$ cat src/design/itra_pkg.sv
// Shared types and constants for the integer to radix ASCII converter.
`timescale 1ns / 1ps
package itra_pkg;
    localparam logic [5:0] RADIX_MIN = 6'd2;
    localparam logic [5:0] RADIX_MAX = 6'd36;
    localparam logic [5:0] RADIX_DEC = 6'd10;
    localparam logic [6:0] CHAR_ZERO = 7'h30;
    localparam logic [6:0] CHAR_A_LOW = 7'h61;
    localparam logic [6:0] CHAR_MINUS = 7'h2d;
    localparam logic [5:0] DIGIT_NINE = 6'd9;

    typedef enum logic [1:0] {
        BK_IDLE,
        BK_DIVIDE,
        BK_EMIT
    } bk_state_t;

    function automatic logic [6:0] digit_to_char(input logic [5:0] d);
        logic [6:0] c;
        if (d > DIGIT_NINE)
        begin
            c = CHAR_A_LOW + {1'b0, d} - 7'd10;
        end
        else
        begin
            c = CHAR_ZERO + {1'b0, d};
        end
        return c;
    endfunction
endpackage

$ cat src/design/itra_front.sv
// Front part: accepts commands, classifies them and queues the job.
`timescale 1ns / 1ps
module itra_front
    import itra_pkg::*;
#(
    parameter int VALUE_BITS = 32
)
(
    input  logic                  clk,
    input  logic                  rst_n,
    input  logic                  start,
    input  logic [VALUE_BITS-1:0] value,
    input  logic [5:0]            radix,
    output logic                  busy,
    output logic                  job_valid,
    output logic [VALUE_BITS-1:0] job_mag,
    output logic [5:0]            job_radix,
    output logic                  job_neg,
    output logic                  job_bad,
    input  logic                  job_take
);
    // One-entry queue between front and back.
    logic                  full_reg;
    logic [VALUE_BITS-1:0] mag_reg;
    logic [5:0]            radix_reg;
    logic                  neg_reg;
    logic                  bad_reg;
    logic                  neg_c;
    logic                  accept;

    assign busy = full_reg;
    assign accept = start && !full_reg;
    assign neg_c = (radix == RADIX_DEC) && value[VALUE_BITS-1];

    always_ff @(posedge clk or negedge rst_n)
    begin
        if (!rst_n)
        begin
            full_reg <= 1'b0;
        end
        else if (accept)
        begin
            full_reg <= 1'b1;
        end
        else if (job_take)
        begin
            full_reg <= 1'b0;
        end
    end

    always_ff @(posedge clk)
    begin
        if (accept)
        begin
            mag_reg   <= neg_c ? (~value + 1'b1) : value;
            radix_reg <= radix;
            neg_reg   <= neg_c;
            bad_reg   <= (radix < RADIX_MIN) || (radix > RADIX_MAX);
        end
    end

    assign job_valid = full_reg;
    assign job_mag   = mag_reg;
    assign job_radix = radix_reg;
    assign job_neg   = neg_reg;
    assign job_bad   = bad_reg;
endmodule

$ cat src/design/itra_back.sv
// Back part: bit-serial division into a digit stack, then character output.
`timescale 1ns / 1ps
module itra_back
    import itra_pkg::*;
#(
    parameter int VALUE_BITS = 32
)
(
    input  logic                  clk,
    input  logic                  rst_n,
    input  logic                  job_valid,
    input  logic [VALUE_BITS-1:0] job_mag,
    input  logic [5:0]            job_radix,
    input  logic                  job_neg,
    input  logic                  job_bad,
    output logic                  job_take,
    output logic                  done,
    output logic [6:0]            digit_char,
    output logic                  last_char,
    output logic                  bad_radix
);
    localparam int CW = $clog2(VALUE_BITS + 1);
    localparam int SW = $clog2(VALUE_BITS);

    bk_state_t state_reg, state_next;
    logic [VALUE_BITS-1:0] quo_reg;
    logic [5:0]            rem_reg;
    logic [5:0]            radix_reg;
    logic [CW-1:0]         bit_reg;
    logic [CW-1:0]         cnt_reg;
    logic                  neg_reg;
    logic                  bad_reg;
    logic [5:0]            stack_mem [VALUE_BITS];
    logic [6:0]            trial;
    logic                  ge;
    logic                  last_bit;
    logic                  emit;

    // Restoring division step: one quotient bit a cycle.
    assign trial = {rem_reg, quo_reg[VALUE_BITS-1]};
    assign ge = trial >= {1'b0, radix_reg};
    assign last_bit = (bit_reg == CW'(VALUE_BITS - 1));

    always_comb
    begin
        state_next = state_reg;
        unique case (state_reg)
            BK_IDLE:
            begin
                if (job_valid)
                begin
                    state_next = job_bad ? BK_EMIT : BK_DIVIDE;
                end
            end
            BK_DIVIDE:
            begin
                if (last_bit && ({quo_reg[VALUE_BITS-2:0], ge} == '0
                    || cnt_reg == CW'(VALUE_BITS - 1)))
                begin
                    state_next = BK_EMIT;
                end
            end
            BK_EMIT:
            begin
                if (!neg_reg && (bad_reg || cnt_reg == CW'(1)))
                begin
                    state_next = BK_IDLE;
                end
            end
            default: state_next = BK_IDLE;
        endcase
    end

    always_comb
    begin
        job_take = (state_reg == BK_IDLE) && job_valid;
        emit = (state_reg == BK_EMIT);
    end

    always_ff @(posedge clk or negedge rst_n)
    begin
        if (!rst_n)
        begin
            state_reg <= BK_IDLE;
            cnt_reg   <= '0;
            neg_reg   <= 1'b0;
            bad_reg   <= 1'b0;
            done      <= 1'b0;
        end
        else
        begin
            state_reg <= state_next;
            done      <= emit;
            if (job_take)
            begin
                cnt_reg <= '0;
                neg_reg <= job_neg;
                bad_reg <= job_bad;
            end
            else if (state_reg == BK_DIVIDE && last_bit)
            begin
                cnt_reg <= cnt_reg + 1'b1;
            end
            else if (emit)
            begin
                if (neg_reg)
                begin
                    neg_reg <= 1'b0;
                end
                else
                begin
                    cnt_reg <= cnt_reg - 1'b1;
                end
            end
        end
    end

    always_ff @(posedge clk)
    begin
        if (job_take)
        begin
            quo_reg   <= job_mag;
            rem_reg   <= '0;
            bit_reg   <= '0;
            radix_reg <= job_radix;
        end
        else if (state_reg == BK_DIVIDE)
        begin
            if (last_bit)
            begin
                stack_mem[cnt_reg[SW-1:0]] <= ge ? 6'(trial - {1'b0, radix_reg})
                                                 : trial[5:0];
                rem_reg <= '0;
                bit_reg <= '0;
            end
            else
            begin
                rem_reg <= ge ? 6'(trial - {1'b0, radix_reg}) : trial[5:0];
                bit_reg <= bit_reg + 1'b1;
            end
            quo_reg <= {quo_reg[VALUE_BITS-2:0], ge};
        end
        if (emit)
        begin
            if (bad_reg)
            begin
                digit_char <= '0;
                last_char  <= 1'b1;
                bad_radix  <= 1'b1;
            end
            else if (neg_reg)
            begin
                digit_char <= CHAR_MINUS;
                last_char  <= 1'b0;
                bad_radix  <= 1'b0;
            end
            else
            begin
                digit_char <= digit_to_char(stack_mem[SW'(cnt_reg - 1'b1)]);
                last_char  <= (cnt_reg == CW'(1));
                bad_radix  <= 1'b0;
            end
        end
    end
endmodule

$ cat src/design/integer_to_radix_ascii.sv
// Top level of the integer to radix ASCII converter.
`timescale 1ns / 1ps
// A transaction is accepted when start is high and busy is low; value and
// radix are sampled then. Characters come out most significant digit first,
// each shown for exactly one cycle with done high; the receiver cannot stall
// them. Base 10 negatives lead with '-'. A bad radix gives one result with
// bad_radix set. The front stage classifies the command into a one-entry
// queue, so busy drops as soon as the back stage takes the job. The back
// stage uses a shared bit-serial divider that produces the digits least
// significant first into a digit stack, which is then read out from the top.
module integer_to_radix_ascii
    import itra_pkg::*;
#(
    parameter int VALUE_BITS = 32
)
(
    input  logic                  clk,
    input  logic                  rst_n,
    input  logic                  start,
    output logic                  busy,
    input  logic [VALUE_BITS-1:0] value,
    input  logic [5:0]            radix,
    output logic                  done,
    output logic [6:0]            digit_char,
    output logic                  last_char,
    output logic                  bad_radix
);
    logic                  job_valid;
    logic [VALUE_BITS-1:0] job_mag;
    logic [5:0]            job_radix;
    logic                  job_neg;
    logic                  job_bad;
    logic                  job_take;

    itra_front #(.VALUE_BITS(VALUE_BITS)) u_front (
        .clk(clk), .rst_n(rst_n), .start(start), .value(value), .radix(radix),
        .busy(busy), .job_valid(job_valid), .job_mag(job_mag),
        .job_radix(job_radix), .job_neg(job_neg), .job_bad(job_bad),
        .job_take(job_take)
    );

    itra_back #(.VALUE_BITS(VALUE_BITS)) u_back (
        .clk(clk), .rst_n(rst_n), .job_valid(job_valid), .job_mag(job_mag),
        .job_radix(job_radix), .job_neg(job_neg), .job_bad(job_bad),
        .job_take(job_take), .done(done), .digit_char(digit_char),
        .last_char(last_char), .bad_radix(bad_radix)
    );
endmodule

$ cat config.mk
export PLATFORM = sky130hd
export DESIGN_NAME = integer_to_radix_ascii
export DESIGN_NICKNAME = d
export VERILOG_FILES = /design/src/design/itra_pkg.sv /design/src/design/itra_front.sv /design/src/design/itra_back.sv /design/src/design/integer_to_radix_ascii.sv
export SDC_FILE = /design/constraint.sdc
export NUM_CORES = 1
export LEC_CHECK = 0
export ABC_CLOCK_PERIOD_IN_PS = 3600
export BUFFER_PORTS_ARGS = -buffer_cell sky130_fd_sc_hd__buf_2
export CAP_MARGIN = 25
export CORE_AREA = 10 10 194 196
export CTS_CLUSTER_SIZE = 8
export DETAILED_ROUTE_END_ITERATION = 8
export DIE_AREA = 0 0 204 206
export MAX_ROUTING_LAYER = met4
export PLACE_DENSITY_LB_ADDON = 0.1
export SYNTH_ARGS = -nofsm -noshare
export SYNTH_HDL_FRONTEND = slang
export SYNTH_SLANG_ARGS = --single-unit
$ cat constraint.sdc
create_clock -name clk -period 3.6 [get_ports clk]
set_input_delay 0.36 -clock clk [delete_from_list [all_inputs] [get_ports clk]]
set_output_delay 0.36 -clock clk [all_outputs]
set_load 0.02 [all_outputs]
==> results of run 1 <==
## logic make-up after synthesis
family	after synthesis
simple gates	308
flops	303
compound gates	104
mux	74
buf+inv	61
xor+xnor	44
fa+ha+maj	19
## power by group
part           switching, mW  internal, mW  total, mW
combinational           4.08          2.75       6.83
clock                   1.40          2.23       3.63
sequential             0.293          5.30       5.60
## layer usage
metal  GRT usage (%)  part of all wire (%)  vias up
met1            18.6                    45     3719
met3            2.07                   2.7       44
met5               -                     0        -
li1                -                     -     3685
met2            24.4                    50      131
met4            4.18                   2.2        0
## cell type report
type	count	area share, %
Clock inverter	1	0.0556
Clock buffer	77	7.65
Tap cell	455	3.62
Inverter	25	0.628
Timing Repair Buffer	107	4.82
Multi-Input combinational cell	549	26.6
Sequential cell	303	56.7
## stage by stage
stage / power (mW) / cell area (um2) / util (%)
2_1_floorplan: 10.1 / 13400 / -
3_3_place_gp: 12.3 / 14400 / 42.4
3_5_place_dp: 12.3 / 14400 / 42.4
4_1_cts: 16.0 / 15600 / 46.0
5_1_grt: 17.1 / 15700 / 46.4
6_report: 16.1 / 15700 / 46.4
## worst max path at each step
stage	slack, ns	startpoint	cells after the start	to
2_1_floorplan	0.006	u_back.cnt_reg[0]$_DFFE_PN0P_	16	u_back.digit_char[4]$_SDFFCE_PP0P_
3_3_place_gp	0.16	u_back.cnt_reg[0]$_DFFE_PN0P_	14	u_back.digit_char[5]$_SDFFCE_PP0P_
3_5_place_dp	0.12	u_back.cnt_reg[0]$_DFFE_PN0P_	14	u_back.digit_char[5]$_SDFFCE_PP0P_
4_1_cts	0.09	u_back.cnt_reg[0]$_DFFE_PN0P_	15	u_back.digit_char[4]$_SDFFCE_PP0P_
5_1_grt	0.01	u_back.cnt_reg[0]$_DFFE_PN0P_	13	u_back.digit_char[5]$_SDFFCE_PP0P_
6_report	0.14	u_back.cnt_reg[0]$_DFFE_PN0P_	13	u_back.digit_char[5]$_SDFFCE_PP0P_
## worst max-delay path: cells and delay by family (launching register included)
kind | cells | cell delay (ns)
AOI/OAI and AO/OA | 5 | 0.92
adders and majority gates | 2 | 0.62
muxes | 2 | 0.58
DFF | 1 | 0.41
and+or+nand+nor | 2 | 0.37
buffers and inverters | 2 | 0.29
## cell usage after synthesis, types with 3 or more instances
| master | count |
|---|---|
| edfxtp_1 | 279 |
| nand2_1 | 143 |
| nor2_1 | 86 |
| mux4_2 | 41 |
| xnor2_1 | 27 |
| o21ai_0 | 26 |
| mux2i_1 | 25 |
| inv_1 | 23 |
| a21oi_1 | 18 |
| ha_1 | 18 |
| clkbuf_1 | 17 |
| xor2_1 | 16 |
| dfrtp_1 | 12 |
| dfxtp_1 | 12 |
| nand3_1 | 10 |
| nor4_1 | 10 |
| nor3_1 | 9 |
| buf_2 | 8 |
| o41ai_1 | 8 |
| nand4_1 | 7 |
| buf_6 | 6 |
| nor2b_1 | 6 |
| o21a_1 | 6 |
| a32o_1 | 5 |
| mux2_2 | 5 |
| o21ai_1 | 5 |
| o22ai_1 | 5 |
| or4_1 | 5 |
| nand2b_1 | 4 |
| or2_1 | 4 |
| and3_1 | 3 |
| buf_4 | 3 |
| mux4_1 | 3 |
| o22ai_2 | 3 |
| o31ai_1 | 3 |
| or2_2 | 3 |
| or3_1 | 3 |
## timing repair
action / CTS / global route
setup buffers: 0 / 8
resized for setup: 0 / 6
hold buffers: 1 / 0
setup endpoints to repair: 0 / 4
endpoints found under the hold margin: 12 / 0
==> results.txt, run 1 <==
worst-path fanout max - 14
RR Startpoint - u_back.cnt_reg[0]$_DFFE_PN0P_
syn avg cell area - 14.6 um2
R2R depth - 13
adder-cell share of the synthesized area - 1.84%
Post-Syn Nets - 973
I/O pin total - 52
Peak VDD IR - 0.477 mV
instance count of the mapped netlist - 913
DRT Wirelength - 30.0 mm
post-synthesis compound-gate area fraction - 5.89%
Synth area leaders - edfxtp_1 (63%), mux4_2 (6.9%), nand2_1 (4.0%)
leakage - 5.65 nW
GRT Total Usage - 14.7%
Port Buf Inserts - 51
reg-to-reg slack, setup - 0.14 ns
Worst slew margin - 37.2%
CTS clk-pin slew, worst paths - 0.05 ns
DR pass1 iterations - 4
pre-CTS setup slack - 0.123 ns
ANT cells - 0
Worst path max stage delay - 0.48 ns
nets@finish - 1089
largest net degree at the start of global routing - 41
RSZ-0062 raised after global routing - no
final setup vio count - 0
detailed placement HPWL - 19.8 mm
Slew Limit Fails - 0
# rows - 68
DRC - 0
CTS buffer count - 43
CP Launch Type - flop
Largest register FFs - 192
gp weighted congestion - 0.839
CTS tree - built
clk_skew - 0.0207 ns
final clock period utilization by the worst path - 96.1%
Fin Hold WS - 0.0441 ns
top cell type's share of synthesized area - 62.7%
Worst Setup Slack, final - 0.141 ns
fmax - 289 MHz
Synth Warn # - 0
Syn-to-layout area delta - 17.9%
post-route ant nets - 0
Pwr Density - 1020 mW/mm2
Die X-Extent - 204 um
Async S/R FF share, synth - 3.96%
commonest non-fill, non-tap cell in the layout - edfxtp_1
mux share of post-synthesis cell area - 9.80%
XOR/XNOR Fraction of Synth Area - 3.03%
commonest register cell after synthesis - edfxtp_1
main combinational cell family by area after synthesis - simple AND/OR/NAND/NOR gates
final hold violation count - 0
status - finished clean
Multi-input gate area - 0.00418 mm2
CP required - 3.88 ns
register area - 0.00892 mm2
sequential area share after synthesis - 66.8%
CP Class - reg2reg
Worst Path Arrival - 3.74 ns
clock sink count - 303
min-delay src - value[0]
DR iter-0 viols - 578
Avg WL per Cell - 19.8 um
mapped cell area - 0.0134 mm2
Initial Util - 39.3%
Core ar. - 0.0339 mm2
number of flops mapped to enable cells by yosys - 279
initial antenna violation count - 0
CP Cell Sequence - clkinv_4 > ha_4 > buf_12 > mux2i_1 > mux4_2 > o21ai_0 > nand4_2 > ha_1 > o21a_1 > a22oi_4 > o21ai_0 > a31o_1 > and2_1
fin crit period - 3.46 ns
type of destination of the critical path - flop
Synth Register Bits - 303
Critical R2R Capture - u_back.digit_char[5]$_SDFFCE_PP0P_
total gr overflow - 0
layout cells sized above 1 - 21.4%
DR vias/cell - 5.00
vias in the first global route - 7893
DIE HEIGHT - 206 um
H-tree levels - 2
Die Area - 0.0420 mm2
DP Cell Count - 1428
deepest clock path buffer count - 3
CP max-delay cell - mux4_2
largest area contributor in the netlist - edfxtp_1
Post-Synth Simple-Gate Area - 10.4%
Netlist cell types - 76
worst hold endpoint - u_front.job_mag[0]$_DFFE_PP_
global-route wire length before repair - 46.2 mm
setup TNS - 0 ns
Hold Crit Class - in2reg
clock latency on the worst-skew pair - 0.53 ns
final cell count without fillers - 1517
fillers - 3010
critical path's most frequent cell - o21ai_0
DR vias - 7579
Tightest Pin Transition - 0.938 ns
commonest non-fill, non-tap cells in the layout - edfxtp_1 (279), nand2_1 (143), nor2_1 (86), buf_2 (51), buf_4 (49)
Max-cap violations - 0
CTS Root Cell - clkbuf_16
Hold Path Stages - 1
Power figures use the tool's default switching activity.
==> run 2, diff against run 1 <==
- CORE_AREA: 10 10 194 196 -> 10 10 184 186
- DIE_AREA: 0 0 204 206 -> 0 0 194 196
- SETUP_SLACK_MARGIN: not set -> 0.1
==> run 2 against run 1 <==
Net effect: global-route usage rose by 0.84 points; clock-buffer cell count fell by 17; fmax rose by 2.5%; highest routed layer unchanged; worst hold slack got worse by 0.015 ns; setup slack improved by 0.084 ns.
==> results.txt, run 2 (synthesized netlist as in run 1, its figures left out) <==
fmax - 296 MHz (+2.5%)
type of destination of the critical path - flop
CTS clk-pin slew, worst paths - 0.05 ns (about the same)
CP Class - reg2reg
final instance area - 0.0157 mm2 (about the same)
WP buf/inv - 2 (unchanged)
nets@finish - 1091 (+0.18%)
Pwr Density - 1010 mW/mm2 (-1.0%)
DR vias - 7676 (+1.3%)
deepest clock path buffer count - 3 (unchanged)
setup TNS - 0 ns (unchanged)
worst-path fanout max - 8 (-6)
Fin Hold WS - 0.0296 ns (-0.0145 ns)
largest net degree at the start of global routing - 47 (+15%)
clock latency on the worst-skew pair - 0.53 ns (about the same)
clock sink count - 303 (unchanged)
commonest non-fill, non-tap cells in the layout - edfxtp_1 (279), nand2_1 (143), nor2_1 (86), buf_2 (51)
CP Cell Sequence - inv_4 > ha_4 > xor2_4 > buf_12 > mux4_2 > mux2_2 > o2bb2a_4 > nand2_4 > ha_4 > o21a_1 > a22oi_4 > a31o_1 > and2_1
DRC - 0 (unchanged)
Worst path max stage delay - 0.50 ns (+0.02 ns)
DR pass1 iterations - 5 (+1)
leakage - 5.69 nW (+0.70%)
CP required - 3.88 ns (about the same)
Die Area - 0.0380 mm2 (-9.5%)
Port Buf Inserts - 51 (unchanged)
critical path's most frequent cell - ha_4
fillers - 2621 (-13%)
fin crit period - 3.37 ns (-0.0845 ns)
global-route wire length before repair - 45.7 mm (-1.3%)
GRT Total Usage - 15.5% (+0.84 points)
Worst Path Arrival - 3.66 ns (-0.08 ns)
pre-CTS setup slack - 0.157 ns (+0.0340 ns)
total gr overflow - 0 (unchanged)
detailed placement HPWL - 19.2 mm (-2.8%)
Largest register FFs - 192 (unchanged)
status - finished clean
CP Launch Type - flop
vias in the first global route - 8076 (+2.3%)
final cell count without fillers - 1444 (-4.8%)
DP Cell Count - 1376 (-3.6%)
clk_skew - 0.0143 ns (-0.00638 ns)
CTS buffer count - 43 (unchanged)
Initial Util - 44.1% (+4.8 points)
DRT Wirelength - 29.4 mm (-1.8%)
Tightest Pin Transition - 0.958 ns (+0.0201 ns)
final clock period utilization by the worst path - 93.7% (-2.3 points)
H-tree levels - 2 (unchanged)
gp weighted congestion - 0.829 (-1.2%)
Syn-to-layout area delta - 17.7% (about the same)
ANT cells - 0 (unchanged)
commonest non-fill, non-tap cell in the layout - edfxtp_1
Die X-Extent - 194 um (-4.9%)
Avg WL per Cell - 20.4 um (+3.1%)
Placement Cell Area - 0.0144 mm2 (+0.11%)
final hold violation count - 0 (unchanged)
Slew Limit Fails - 0 (unchanged)
Worst slew margin - 35.9% (-1.3 points)
CP max-delay cell - mux4_2
RSZ-0062 raised after global routing - no
CTS Root Cell - clkbuf_16
Core ar. - 0.0303 mm2 (-11%)
layout cells sized above 1 - 22.1% (+0.76 points)
post-route ant nets - 0 (unchanged)
DIE HEIGHT - 196 um (-4.9%)
Peak VDD IR - 0.445 mV (-6.7%)
final setup vio count - 0 (unchanged)
Worst Setup Slack, final - 0.226 ns (+0.0845 ns)
initial antenna violation count - 0 (unchanged)
# rows - 64 (-5.9%)
Hold Crit Class - in2reg
CTS tree - built
DR vias/cell - 5.32 (+6.4%)
delay-heaviest family, CP - multiplexers
DR iter-0 viols - 424 (-27%)
I/O pin total - 52 (unchanged)
Max-cap violations - 0 (unchanged)
==> run 2: changes by cell type in the layout (fill, tap and decap cells not counted), moves of 2 or more <==
cell | previous run | this run
clkbuf_1 | 34 | 16
buf_12 | 5 | 7
buf_4 | 49 | 47
clkbuf_16 | 44 | 47
==> run 2: path summary, 6_finish.rpt <==
kind | start | to | slack (ns) | cells past startpoint
max | u_back.cnt_reg[0]$_DFFE_PN0P_ | u_back.digit_char[5]$_SDFFCE_PP0P_ | 0.23 | 13
min | value[0] | u_front.job_mag[0]$_DFFE_PP_ | 0.03 | 1
max reg2reg | u_back.cnt_reg[0]$_DFFE_PN0P_ | u_back.digit_char[5]$_SDFFCE_PP0P_ | 0.23 | 13
min reg2reg | u_front.job_radix[2]$_DFFE_PP_ | u_back.radix_reg[2]$_DFFE_PP_ | 0.42 | 0
max in group asynchronous | rst_n | u_back.cnt_reg[0]$_DFFE_PN0P_ | 3.10 | 2
min in group asynchronous | rst_n | u_front.busy$_DFFE_PN0P_ | 0.25 | 2
==> run 2: stage by stage <==
| step | util [%] | power (mW) |
|---|---|---|
| after floorplan | - | 10.2 |
| after global placement | 47.6 | 12.1 |
| after detailed placement | 47.6 | 12.2 |
| after CTS | 51.5 | 15.8 |
| after global routing | 52.0 | 16.9 |
| final | 52.0 | 15.9 |
==> run 2: final cells by class <==
type / count / area [um2] / area share (%)
timing repair buffer: 109 / 833 / 5.30
sequential: 303 / 8920 / 56.7
multi-input combinational: 549 / 4200 / 26.7
inverter: 25 / 96.3 / 0.613
tap: 396 / 495 / 3.15
clock buffer: 60 / 1160 / 7.38
clock inverter: 2 / 25.0 / 0.159
==> run 2: worst reg2reg max path: cells and delay by family, from the launching register on <==
| kind | cells | cell delay [ns] |
|---|---|---|
| compound gates | 4 | 0.75 |
| buf+inv | 2 | 0.28 |
| flops | 1 | 0.43 |
| mux | 2 | 0.82 |
| simple gates | 2 | 0.21 |
| fa+ha+maj | 2 | 0.36 |
| xor+xnor | 1 | 0.27 |
==> run 2: layer usage <==
metal  GRT usage [%]  wire length [um]  vias up  part of all wire [%]
met2            25.9             14600      149                    49
met1            19.3             13300     3792                    45
met4            4.50               651        0                   2.2
met3            2.47               936       47                   3.2
li1                -                 -     3688                     -
met5               -                 0        -                     0
==> run 2: timing repair <==
action	in CTS	in global routing
hold endpoints to repair	12	0
hold buffers	1	0
resized for setup	0	2
setup endpoints to repair	0	4
buffers inserted	0	1
==> run 2: power breakdown <==
part | internal (mW) | switching, mW
clock network | 2.20 | 1.37
logic | 2.67 | 4.04
registers | 5.30 | 0.281
